===== src/rtl/pidsc_pkg.sv =====
package pidsc_pkg;

	localparam int ERR_W  = 32;
	localparam int CAP_W  = 31;
	localparam int GAIN_W = 24;
	localparam int IDX_W  = 3;
	localparam int PROD_W = GAIN_W + 1 + ERR_W + 1;
	localparam int ACC_W  = PROD_W + 1;
	localparam int FRAC_W = 16;
	localparam int SH_W   = ACC_W - FRAC_W;

	localparam logic [IDX_W-1:0] REG_PROP_GAIN  = 3'd0;
	localparam logic [IDX_W-1:0] REG_INTEG_GAIN = 3'd1;
	localparam logic [IDX_W-1:0] REG_DERIV_GAIN = 3'd2;
	localparam logic [IDX_W-1:0] REG_ERR_TOL    = 3'd3;
	localparam logic [IDX_W-1:0] REG_INTEG_ZONE = 3'd4;
	localparam logic [IDX_W-1:0] REG_INTEG_LIM  = 3'd5;
	localparam logic [IDX_W-1:0] REG_MIN_DRIVE  = 3'd6;

	localparam logic [CAP_W-1:0] INTEG_LIM_RESET = {CAP_W{1'b1}};

	typedef struct packed {
		logic [GAIN_W-1:0] prop_gain;
		logic [GAIN_W-1:0] integ_gain;
		logic [GAIN_W-1:0] deriv_gain;
		logic [CAP_W-1:0]  error_tolerance;
		logic [CAP_W-1:0]  integ_zone;
		logic [CAP_W-1:0]  integ_limit;
		logic [CAP_W-1:0]  min_drive;
	} cfg_t;

	localparam cfg_t CFG_RESET = '{
		prop_gain:       '0,
		integ_gain:      '0,
		deriv_gain:      '0,
		error_tolerance: '0,
		integ_zone:      '0,
		integ_limit:     INTEG_LIM_RESET,
		min_drive:       '0
	};

	// Load strobes, one per register stage; each is high only when a valid word moves in.
	typedef struct packed {
		logic s1;
		logic s2;
		logic s3;
		logic s4;
		logic s5;
		logic so;
	} stage_ld_t;

	typedef struct packed {
		logic signed [ERR_W-1:0] err;
		logic [ERR_W-1:0]        abs_err;
		logic [CAP_W-1:0]        cap;
	} err_word_t;

	typedef struct packed {
		logic                    in_tol;
		logic signed [ERR_W-1:0] err;
		logic signed [ERR_W-1:0] integ;
		logic signed [ERR_W:0]   deriv;
		logic [CAP_W-1:0]        cap;
	} law_word_t;

	typedef struct packed {
		logic                    in_tol;
		logic signed [ACC_W-1:0] acc;
		logic [CAP_W-1:0]        cap;
	} acc_word_t;

endpackage


===== src/rtl/pidsc_drive.sv =====
module pidsc_drive (
	input  logic                            clk,
	input  pidsc_pkg::stage_ld_t            ld,
	input  pidsc_pkg::cfg_t                 cfg,
	input  pidsc_pkg::acc_word_t            word_s5,
	output logic [pidsc_pkg::ERR_W-1:0]     drive_out,
	output logic                            in_tolerance
);
	import pidsc_pkg::*;

	logic signed [SH_W-1:0]  sh;
	logic signed [SH_W-1:0]  cap_x;
	logic signed [ERR_W-1:0] cap32;
	logic signed [ERR_W-1:0] clp;
	logic signed [ERR_W-1:0] mind;
	logic signed [ERR_W-1:0] speed;
	logic [ERR_W-1:0]        drive_q;
	logic                    in_tol_q;

	always_comb begin
		// Dropping the low fraction bits of a two's complement word rounds toward minus infinity.
		sh    = word_s5.acc[ACC_W-1:FRAC_W];
		cap_x = $signed({{(SH_W-CAP_W){1'b0}}, word_s5.cap});
		cap32 = $signed({1'b0, word_s5.cap});
		mind  = $signed({1'b0, cfg.min_drive});
		if (sh > cap_x) begin
			clp = cap32;
		end else if (sh < -cap_x) begin
			clp = -cap32;
		end else begin
			clp = sh[ERR_W-1:0];
		end
		// The minimum drive is applied after the cap and may exceed it.
		if (clp > 0 && clp < mind) begin
			speed = mind;
		end else if (clp < 0 && clp > -mind) begin
			speed = -mind;
		end else begin
			speed = clp;
		end
	end

	always_ff @(posedge clk) begin
		if (ld.so) begin
			drive_q  <= word_s5.in_tol ? '0 : speed;
			in_tol_q <= word_s5.in_tol;
		end
	end

	assign drive_out    = drive_q;
	assign in_tolerance = in_tol_q;

endmodule


===== config.mk =====
export PLATFORM = sky130hd
export DESIGN_NAME = pidsc_drive
export DESIGN_NICKNAME = d
export VERILOG_FILES = /design/src/rtl/pidsc_pkg.sv /design/src/rtl/pidsc_drive.sv
export SDC_FILE = /design/constraint.sdc
export NUM_CORES = 1
export LEC_CHECK = 0
export BUFFER_PORTS_ARGS = -buffer_cell sky130_fd_sc_hd__buf_2
export CAP_MARGIN = 5
export CORE_MARGIN = 1
export CORE_UTILIZATION = 50
export CTS_BUF_LIST = sky130_fd_sc_hd__clkbuf_2 sky130_fd_sc_hd__clkbuf_4 sky130_fd_sc_hd__clkbuf_8
export DETAILED_ROUTE_END_ITERATION = 7
export PLACE_DENSITY = 0.83
export SYNTH_ARGS = -nofsm -noshare
export SYNTH_HDL_FRONTEND = slang
export SYNTH_SLANG_ARGS = --single-unit
export TNS_END_PERCENT = 1

===== constraint.sdc =====
create_clock -name clk -period 21.2 [get_ports clk]
set_input_delay 4.24 -clock clk [delete_from_list [all_inputs] [get_ports clk]]
set_output_delay 4.24 -clock clk [all_outputs]
set_load 0.01 [all_outputs]

Word-level counts from Yosys, hierarchy flattened
Index checks and enable logic that the tools add are counted.
{"block": "totals", "regBits": 33, "inputBits": 294, "output_inout_bits": 33, "word_cells": 19}
{"block": "classes", "add_sub_neg": 3, "n_lt_le_gt_ge": 6, "mux": 4, "n_reduce_logical": 3}
{"operator": "32-bit 2-to-1 mux", "n": 3}
{"operator": "31-bit negator with 32-bit output", "n": 2}
{"operator": "43-bit by 32-bit greater-than comparator with 1-bit output", "n": 1}
{"operator": "43-bit < comparator", "n": 1}
{"operator": "31-bit negator with 43-bit output", "n": 1}
{"operator": "32-bit by 1-bit greater-than comparator with 1-bit output, second input constant", "n": 1}
{"operator": "32-bit greater-than comparator", "n": 1}
{"operator": "32-bit by 1-bit < comparator with 1-bit output, second input constant", "n": 1}
{"operator": "32-bit < comparator", "n": 1}
{"operator": "31-bit 2-to-1 mux", "n": 1}
{"operator": "1-bit logical AND", "n": 2}
{"operator": "2-bit OR reduction", "n": 1}

Depth between registers and ports, before layout
Gate-level depths: netlist of run 1.
{"block": "depth", "ltp_word": 8, "mapped_depth": 38, "ltp_nobuf": 33}

Least setup slack after synthesis of run 1
Ideal clock, no wire load.
{"block": "synth_timing", "path_type": "input to register", "from": "input word_s5[7] in the netlist's numbering", "to": "register drive_q[12], in the netlist drive_out[12] (data pin)", "setup_ns": 0.264, "arrival_ns": 11.822, "required_time_ns": 20.936, "setup_slack_ns": 9.115, "path_stages": 33, "path_buffers": 3, "path_cell_list": "buf_6 or4_1 or3_1 nor4_1 a31o_2 nand2_1 ha_1 and4_1 o211ai_1 a211oi_1 nor3_1 o21a_1 o41a_4 nor3_4 nor2_2 buf_2 o311ai_0 inv_1 ha_1 a21o_1 a21o_1 a21o_1 a21o_1 a21o_1 a21o_1 a211oi_1 nand3_1 o31ai_1 nor4_1 nor2_1 buf_2 nor3_1 o41a_1"}
{"block": "synth_between", "elab_chain_cells": 8, "elab_cells_between_ends": 14, "classes_between": "2 x add/sub; 6 x order compare; 4 x mux; 2 x reduce/logical"}
{"item": "start, declared", "line": "pidsc_drive.sv:5", "rtl": "input pidsc_pkg::acc_word_t word_s5,"}
{"item": "31-bit negator with 43-bit output", "line": "pidsc_drive.sv:28", "rtl": "end else if (sh < -cap_x) begin"}
{"item": "43-bit < comparator", "line": "pidsc_drive.sv:28"}
{"item": "32-bit 2-to-1 mux", "line": "pidsc_drive.sv:28"}
{"item": "32-bit 2-to-1 mux *", "line": "pidsc_drive.sv:26", "rtl": "if (sh > cap_x) begin"}
{"item": "32-bit by 1-bit < comparator with 1-bit output / 32-bit greater-than comparator (equally long branches)", "line": "pidsc_drive.sv:36", "rtl": "end else if (clp < 0 && clp > -mind) begin"}
{"item": "1-bit logical AND", "line": "pidsc_drive.sv:36"}
{"item": "32-bit 2-to-1 mux", "line": "pidsc_drive.sv:36"}
{"item": "31-bit 2-to-1 mux *", "line": "pidsc_drive.sv:34", "rtl": "if (clp > 0 && clp < mind) begin"}
{"item": "end signal, assigned", "line": "pidsc_drive.sv:45", "rtl": "drive_q <= word_s5.in_tol ? '0 : speed;"}
{"item": "end, declared", "line": "pidsc_drive.sv:17", "rtl": "logic [ERR_W-1:0] drive_q;"}
Every way passes the cells marked *; elsewhere a longest branch is shown, timed or not.
A chain may end at the register's enable or synchronous reset.

Worst setup path after layout of run 1
{"block": "layout_timing", "from": "input word_s5[1] in the netlist's numbering", "to": "register drive_q[12], in the netlist drive_out[12] (data pin)"}
The elaborated chain is that of the path after synthesis.

==> results of run 1 <==
registers in the layout, indices dropped and copies added, names as in the netlist:
register      flops
drive_out        32
in_tolerance      1
power by group through the flow:
stage	clock (µW)	sequential (µW)	combinational [µW]
4_1_cts	46.8	83.3	175
5_1_grt	49.4	83.9	197
2_1_floorplan	0	89.2	110
3_5_place_dp	0	84.7	174
3_3_place_gp	0	84.2	169
6_report	46.7	83.2	179
cell type report:
class | count | area [µm²]
clock inverters | 2 | 10.01
clock buffers | 6 | 76.32
flip-flops and latches | 33 | 991.0
fillers | 1427 | 6501
multi-input cells | 850 | 6314
inverters | 85 | 319.1
well taps | 211 | 264.0
repair buffers | 151 | 783.3
per-layer routing:
layer,up-vias,global-route usage [%],wire length [µm],share of wire (%)
met5,-,0,15,0.059
met3,75,3.685,2596,10
li1,4076,-,-,-
met4,2,10.43,847,3.3
met1,3957,43.18,10880,43
met2,535,49.77,10970,43
final timing paths:
path	endpoint	startpoint	depth (start not counted)	slack (ns)
worst max-delay path	drive_out[12]	word_s5[1]	33	6.78
worst min-delay path	drive_out[9]	cfg[9]	2	4.30
synthesized netlist by cell type (9+ instances only):
cell      count  area (µm²)
nor2_1       73       274.0
and3_1       12       75.07
inv_1        83       311.6
or3_1        16       100.1
nor4_1       30       187.7
nor3_1       45       225.2
clkbuf_1     28       105.1
a31oi_1      13       81.33
nand3_1      28       140.1
a21o_1       36       270.3
a32o_1       11       110.1
nor2b_1       9       56.30
o21a_1       11       82.58
edfxtp_1     33       991.0
ha_1        131        1639
o32ai_1       9       78.83
nand4_1      31       193.9
xnor2_1      50       437.9
o21ai_0      53       265.3
nand2_1      81       304.0
a21oi_1      46       230.2
placed cells by master, fill, tap and decap left out, drive strengths merged, types with 7 or more instances in the layout:
cell type  instances
xnor2             51
nand3             28
or3               16
or2                7
buf              151
nor2b              9
a31oi             13
o21a              11
edfxtp            33
nor3              48
o211ai             8
inv               84
a32o              11
o21ai             54
nand2b             7
nor2              75
nand4             32
a21oi             48
ha               131
o211a              7
a21o              36
o32ai              9
nor4              34
a211oi             7
and2               8
and3              12
or4               11
nand2             82
cells by family after synthesis:
kind of cell | after synthesis | share of synthesized area, %
fa+ha+maj | 131 | 20.95
buf+inv | 129 | 6.718
compound gates | 274 | 25.48
xor+xnor | 57 | 7.006
flops | 33 | 12.67
mux | 5 | 0.6398
simple gates | 383 | 26.54
through the flow:
step / util (%) / std cells
2_1_floorplan: - / 1012
3_3_place_gp: 56.83 / 1330
3_5_place_dp: 56.83 / 1330
4_1_cts: 57.39 / 1338
5_1_grt: 57.39 / 1338
6_report: 57.39 / 1338
==> out/metrics.csv, run 1 <==
stage,metric,value,unit
cts,Resized Gates After CTS,0,
placement,IO Port Bufs,140,
logic_synthesis,Post-Syn Nets,1437,
detailed_routing,DR pass1 iterations,5,
floorplanning,I/O pin cnt,327,
sta,final worst slack,6.776,ns
sta,Final setup viols,0,
worst_setup_path,"Slowest-stage cell, CP",a21oi_2,
power,Int Pwr,176.3,µW
worst_setup_path,"slowest stage delay, CP",0.70,ns
sta,Min Hold Slack,4.303,ns
power,Clock power frac,15.1,%
power,LEAKAGE,0.004070,µW
power,Flop pwr share,26.9,%
sta,Setup TNS,0,ns
cts,Worst-path clk slew,0.07,ns
logic_synthesis,Synth cell types,85,
detailed_routing,wire per inst,18.92,µm
grt,initial antenna violation count,1,
worst_setup_path,largest delay contributor family on the critical path,compound AO/OA/AOI/OAI gates,
worst_setup_path,CP Data Required Time,21.25,ns
min_path,HP Class,in2reg,
floorplanning,die height,127.1,µm
cts,clock root cell,clkbuf_8,
floorplanning,width of the chip,127.1,µm
sta,minimum clock period,14.42,ns
logic_synthesis,Mapped Area,0.007823,mm²
floorplanning,Die ar.,0.01615,mm²
power,Switch Pwr,132.7,µW
worst_setup_path,"most used cell, CP",a21o_1,
grt,pin count of the biggest net entering global routing,53,
cells_and_area,layout cells sized above 1,17.39,%
logic_synthesis,"Top FF cell, synth",edfxtp_1,
detailed_routing,DRT iter0 DRCs,1089,
detailed_routing,final WL,25310,µm
placement,Placement Cell Area,0.008671,mm²
cts,H-tree Lvls,2,
sta,normalized max-slew margin,28.32,%
run,max cap viols,0,
worst_setup_path,Startpoint Class,input pin,
detailed_routing,number of remaining DRC errors,0,
sta,Least-Margin Pin Slew,1.075,ns
grt,number of global-route vias before repair,7862,
floorplanning,core area,0.01526,mm²
worst_setup_path,critical path class,in2reg,
floorplanning,starting density of the core,51.27,%
logic_synthesis,sequential area share after synthesis,12.67,%
cts,hold_buf cts,0,
placement,pre-CTS WS,6.917,ns
cts,postcts setup bufs,0,
detailed_routing,DR vias/cell,6.461,
power,total power,309.0,µW
floorplanning,Rows,45,
detailed_routing,DR vias,8645,
logic_synthesis,Yosys reg bits,33,
worst_setup_path,crit path capture type,flop,
worst_setup_path,Buf/Inv on CP,4,
logic_synthesis,Synth Instances,1012,
grt,GR Util All Layers,31.05,%
logic_synthesis,"EDFF count, synth",33,
logic_synthesis,Synth Area per Inst,7.730,µm²
worst_setup_path,CP arrival,14.47,ns
power,combinational power share,58.0,%
cts,CTS tree,built,
placement,DPL Wire Length,20570,µm
worst_setup_path,largest fanout on the critical path,48,
grt,GRT overflow,0,
placement,gpl congestion,0.9640,
logic_synthesis,Synth Warn #,0,
cells_and_area,Layout area overhead,11.95,%
cells_and_area,Final Cell Area,0.008757,mm²
power,Cell Pwr Density,35.28,mW/mm²
cells_and_area,nets@finish,1551,
cts,cts bufs inserted,5,
outcome,outcome,completed,
cts,CTS sink count,33,
detailed_routing,"antenna viol nets, final",0,
grt,first-pass GRT wire length,40250,µm
cts,clk buf depth,2,
cells_and_area,ant diodes,0,
sta,Fmax,69.33,MHz
power,VDD IR max,0.02824,mV
power,sw frac,42.93,%
sta,Fin. Hold Viols,0,
sta,RSZ-0062 raised after global routing,false,
logic_synthesis,ys async rst share,0,%
sta,"Slew Viols, Final",0,
sta,crit share post-route,68.04,%
(Power assumes the default switching activity.)
==> inputs of run 2 (changes only) <==
==> constraint.sdc (replaced) <==
create_clock -name clk -period 14.69 [get_ports clk]
set_input_delay 2.938 -clock clk [delete_from_list [all_inputs] [get_ports clk]]
set_output_delay 2.938 -clock clk [all_outputs]
set_load 0.01 [all_outputs]
==> out/metrics.csv, run 2 (synthesis results as in run 1) <==
stage,metric,value,unit,change
sta,RSZ-0062 raised after global routing,false,,unchanged
sta,minimum clock period,12.95,ns,
sta,Setup TNS,0,ns,unchanged
power,LEAKAGE,0.004070,µW,about the same
placement,DPL Wire Length,20210,µm,"was 20,570 µm"
min_path,min-delay src,cfg[9],,unchanged
cts,postcts setup bufs,0,,unchanged
floorplanning,Rows,45,,unchanged
floorplanning,Die ar.,0.01615,mm²,unchanged
sta,Least-Margin Pin Slew,1.055,ns,was 1.075 ns
worst_setup_path,CP arrival,12.99,ns,was 14.47 ns
placement,gpl congestion,0.9603,,was 0.9640
cells_and_area,layout cells sized above 1,17.29,%,was 17.39%
worst_setup_path,"Slowest-stage cell, CP",nor2_4,,was a21oi_2
power,VDD IR max,0.02934,mV,was 0.02824 mV
worst_setup_path,crit path capture type,flop,,unchanged
floorplanning,core area,0.01526,mm²,unchanged
cts,CTS tree,built,,unchanged
sta,Fin. Hold Viols,0,,unchanged
sta,Fmax,77.23,MHz,
cts,Resized Gates After CTS,0,,unchanged
detailed_routing,final WL,25140,µm,"was 25,310 µm"
sta,normalized max-slew margin,29.68,%,was 28.32%
grt,initial antenna violation count,1,,unchanged
cells_and_area,nets@finish,1552,,"was 1,551"
placement,total placed cells including tap cells,1331,,"was 1,330"
detailed_routing,number of remaining DRC errors,2,,was 0
detailed_routing,DR vias/cell,6.456,,was 6.461
worst_setup_path,largest fanout on the critical path,49,,was 48
floorplanning,starting density of the core,51.27,%,unchanged
sta,Min Hold Slack,3.021,ns,was 4.303 ns
sta,final worst slack,1.742,ns,was 6.776 ns
cells_and_area,"commonest cells after routing, fill and taps aside","buf_2 (140), ha_1 (131), inv_1 (83), nand2_1 (81), nor2_1 (72)",,unchanged
min_path,Worst Hold End,drive_out[9],,unchanged
cts,cts bufs inserted,5,,unchanged
floorplanning,width of the chip,127.1,µm,unchanged
outcome,outcome,finished with violations,,was completed
run,max cap viols,0,,unchanged
detailed_routing,DR vias,8645,,unchanged
detailed_routing,DR pass1 iterations,8,,was 5
cts,hold_buf cts,0,,unchanged
sta,Final setup viols,0,,unchanged
cells_and_area,ant diodes,0,,unchanged
grt,first-pass GRT wire length,40420,µm,"was 40,250 µm"
floorplanning,die height,127.1,µm,unchanged
worst_setup_path,CP Data Required Time,14.73,ns,was 21.25 ns
cells_and_area,Final Non-Filler Cells,1339,,"was 1,338"
floorplanning,I/O pin cnt,327,,unchanged
grt,pin count of the biggest net entering global routing,53,,unchanged
cts,CTS sink count,33,,unchanged
grt,GR Util All Layers,31.05,%,about the same
detailed_routing,wire per inst,18.78,µm,was 18.92 µm
placement,pre-CTS WS,1.800,ns,was 6.917 ns
cells_and_area,Layout area overhead,11.98,%,was 11.95%
cells_and_area,Largest register FFs,32,,unchanged
grt,number of global-route vias before repair,7964,,"was 7,862"
detailed_routing,DRT iter0 DRCs,897,,"was 1,089"
worst_setup_path,"most used cell, CP",a21o_1,,unchanged
sta,crit share post-route,88.14,%,
outcome,failing checks,design-rule violations,,
worst_setup_path,Startpoint Class,input pin,,unchanged
placement,IO Port Bufs,140,,unchanged
min_path,HP Class,in2reg,,unchanged
grt,GRT overflow,0,,unchanged
cts,H-tree Lvls,2,,unchanged
cts,Worst-path clk slew,0.07,ns,about the same
power,Cell Pwr Density,50.60,mW/mm²,was 35.28 mW/mm²
worst_setup_path,"slowest stage delay, CP",0.84,ns,was 0.70 ns
min_path,WHS Path Cells,2,,unchanged
worst_setup_path,critical path class,in2reg,,unchanged
cts,clk buf depth,2,,unchanged
sta,"Slew Viols, Final",0,,unchanged
cells_and_area,"most common cell after layout, fill and taps aside",buf_2,,unchanged
detailed_routing,"antenna viol nets, final",0,,unchanged
cts,clock root cell,clkbuf_8,,unchanged
-- run 2: cell types whose count changed in the layout (fill, tap and decap cells not counted), sizes merged --
cell and delta:
clkbuf -1, clkinv +1, buf +1
-- run 2: how the worst max path moves through the flow --
stage               slack [ns]             to  depth (start not counted)        from
finish                    1.74  drive_out[17]                         33  word_s5[2]
global placement          1.85  drive_out[23]                         33  word_s5[2]
global route              1.10  drive_out[17]                         32  word_s5[2]
floorplan                 3.91  drive_out[12]                         33  word_s5[7]
detailed placement        1.80  drive_out[17]                         33  word_s5[2]
CTS                       2.07  drive_out[17]                         33  word_s5[2]
-- run 2: routing by layer --
layer / share of wire (%) / global-route usage [%] / vias up
li1: - / - / 4094
met5: 0.056 / 0 / -
met2: 43 / 49.35 / 512
met3: 10 / 3.559 / 61
met1: 44 / 43.54 / 3976
met4: 3.1 / 10.57 / 2
-- run 2: final cells by class --
class / count / area (µm²)
Fill cell: 1428 / 6499
Multi-Input combinational cell: 850 / 6314
Sequential cell: 33 / 991.0
Timing Repair Buffer: 152 / 790.8
Inverter: 85 / 319.1
Tap cell: 211 / 264.0
Clock buffer: 5 / 68.82
Clock inverter: 3 / 12.51
-- run 2: worst max-delay path, delay by kind of cell --
kind,cells,cell delay (ns)
AOI/OAI and AO/OA,16,4.27
buffers and inverters,4,0.91
and+or+nand+nor,11,4.36
adders and majority gates,2,0.49
-- run 2: report_power, final --
| part | switching, µW | internal, µW |
|---|---|---|
| registers | 2.32 | 118 |
| clock network | 33.4 | 31.9 |
| logic | 156 | 102 |
| total | 191 | 252 |
-- run 2: metrics by stage --
stage | power, µW | cell area, µm² | util [%]
3_5_place_dp | 372.8 | 8678 | 56.88
3_3_place_gp | 366.4 | 8678 | 56.88
4_1_cts | 437.7 | 8760 | 57.41
2_1_floorplan | 287.9 | 7823 | -
5_1_grt | 475.7 | 8760 | 57.41
6_report | 443.2 | 8760 | 57.41
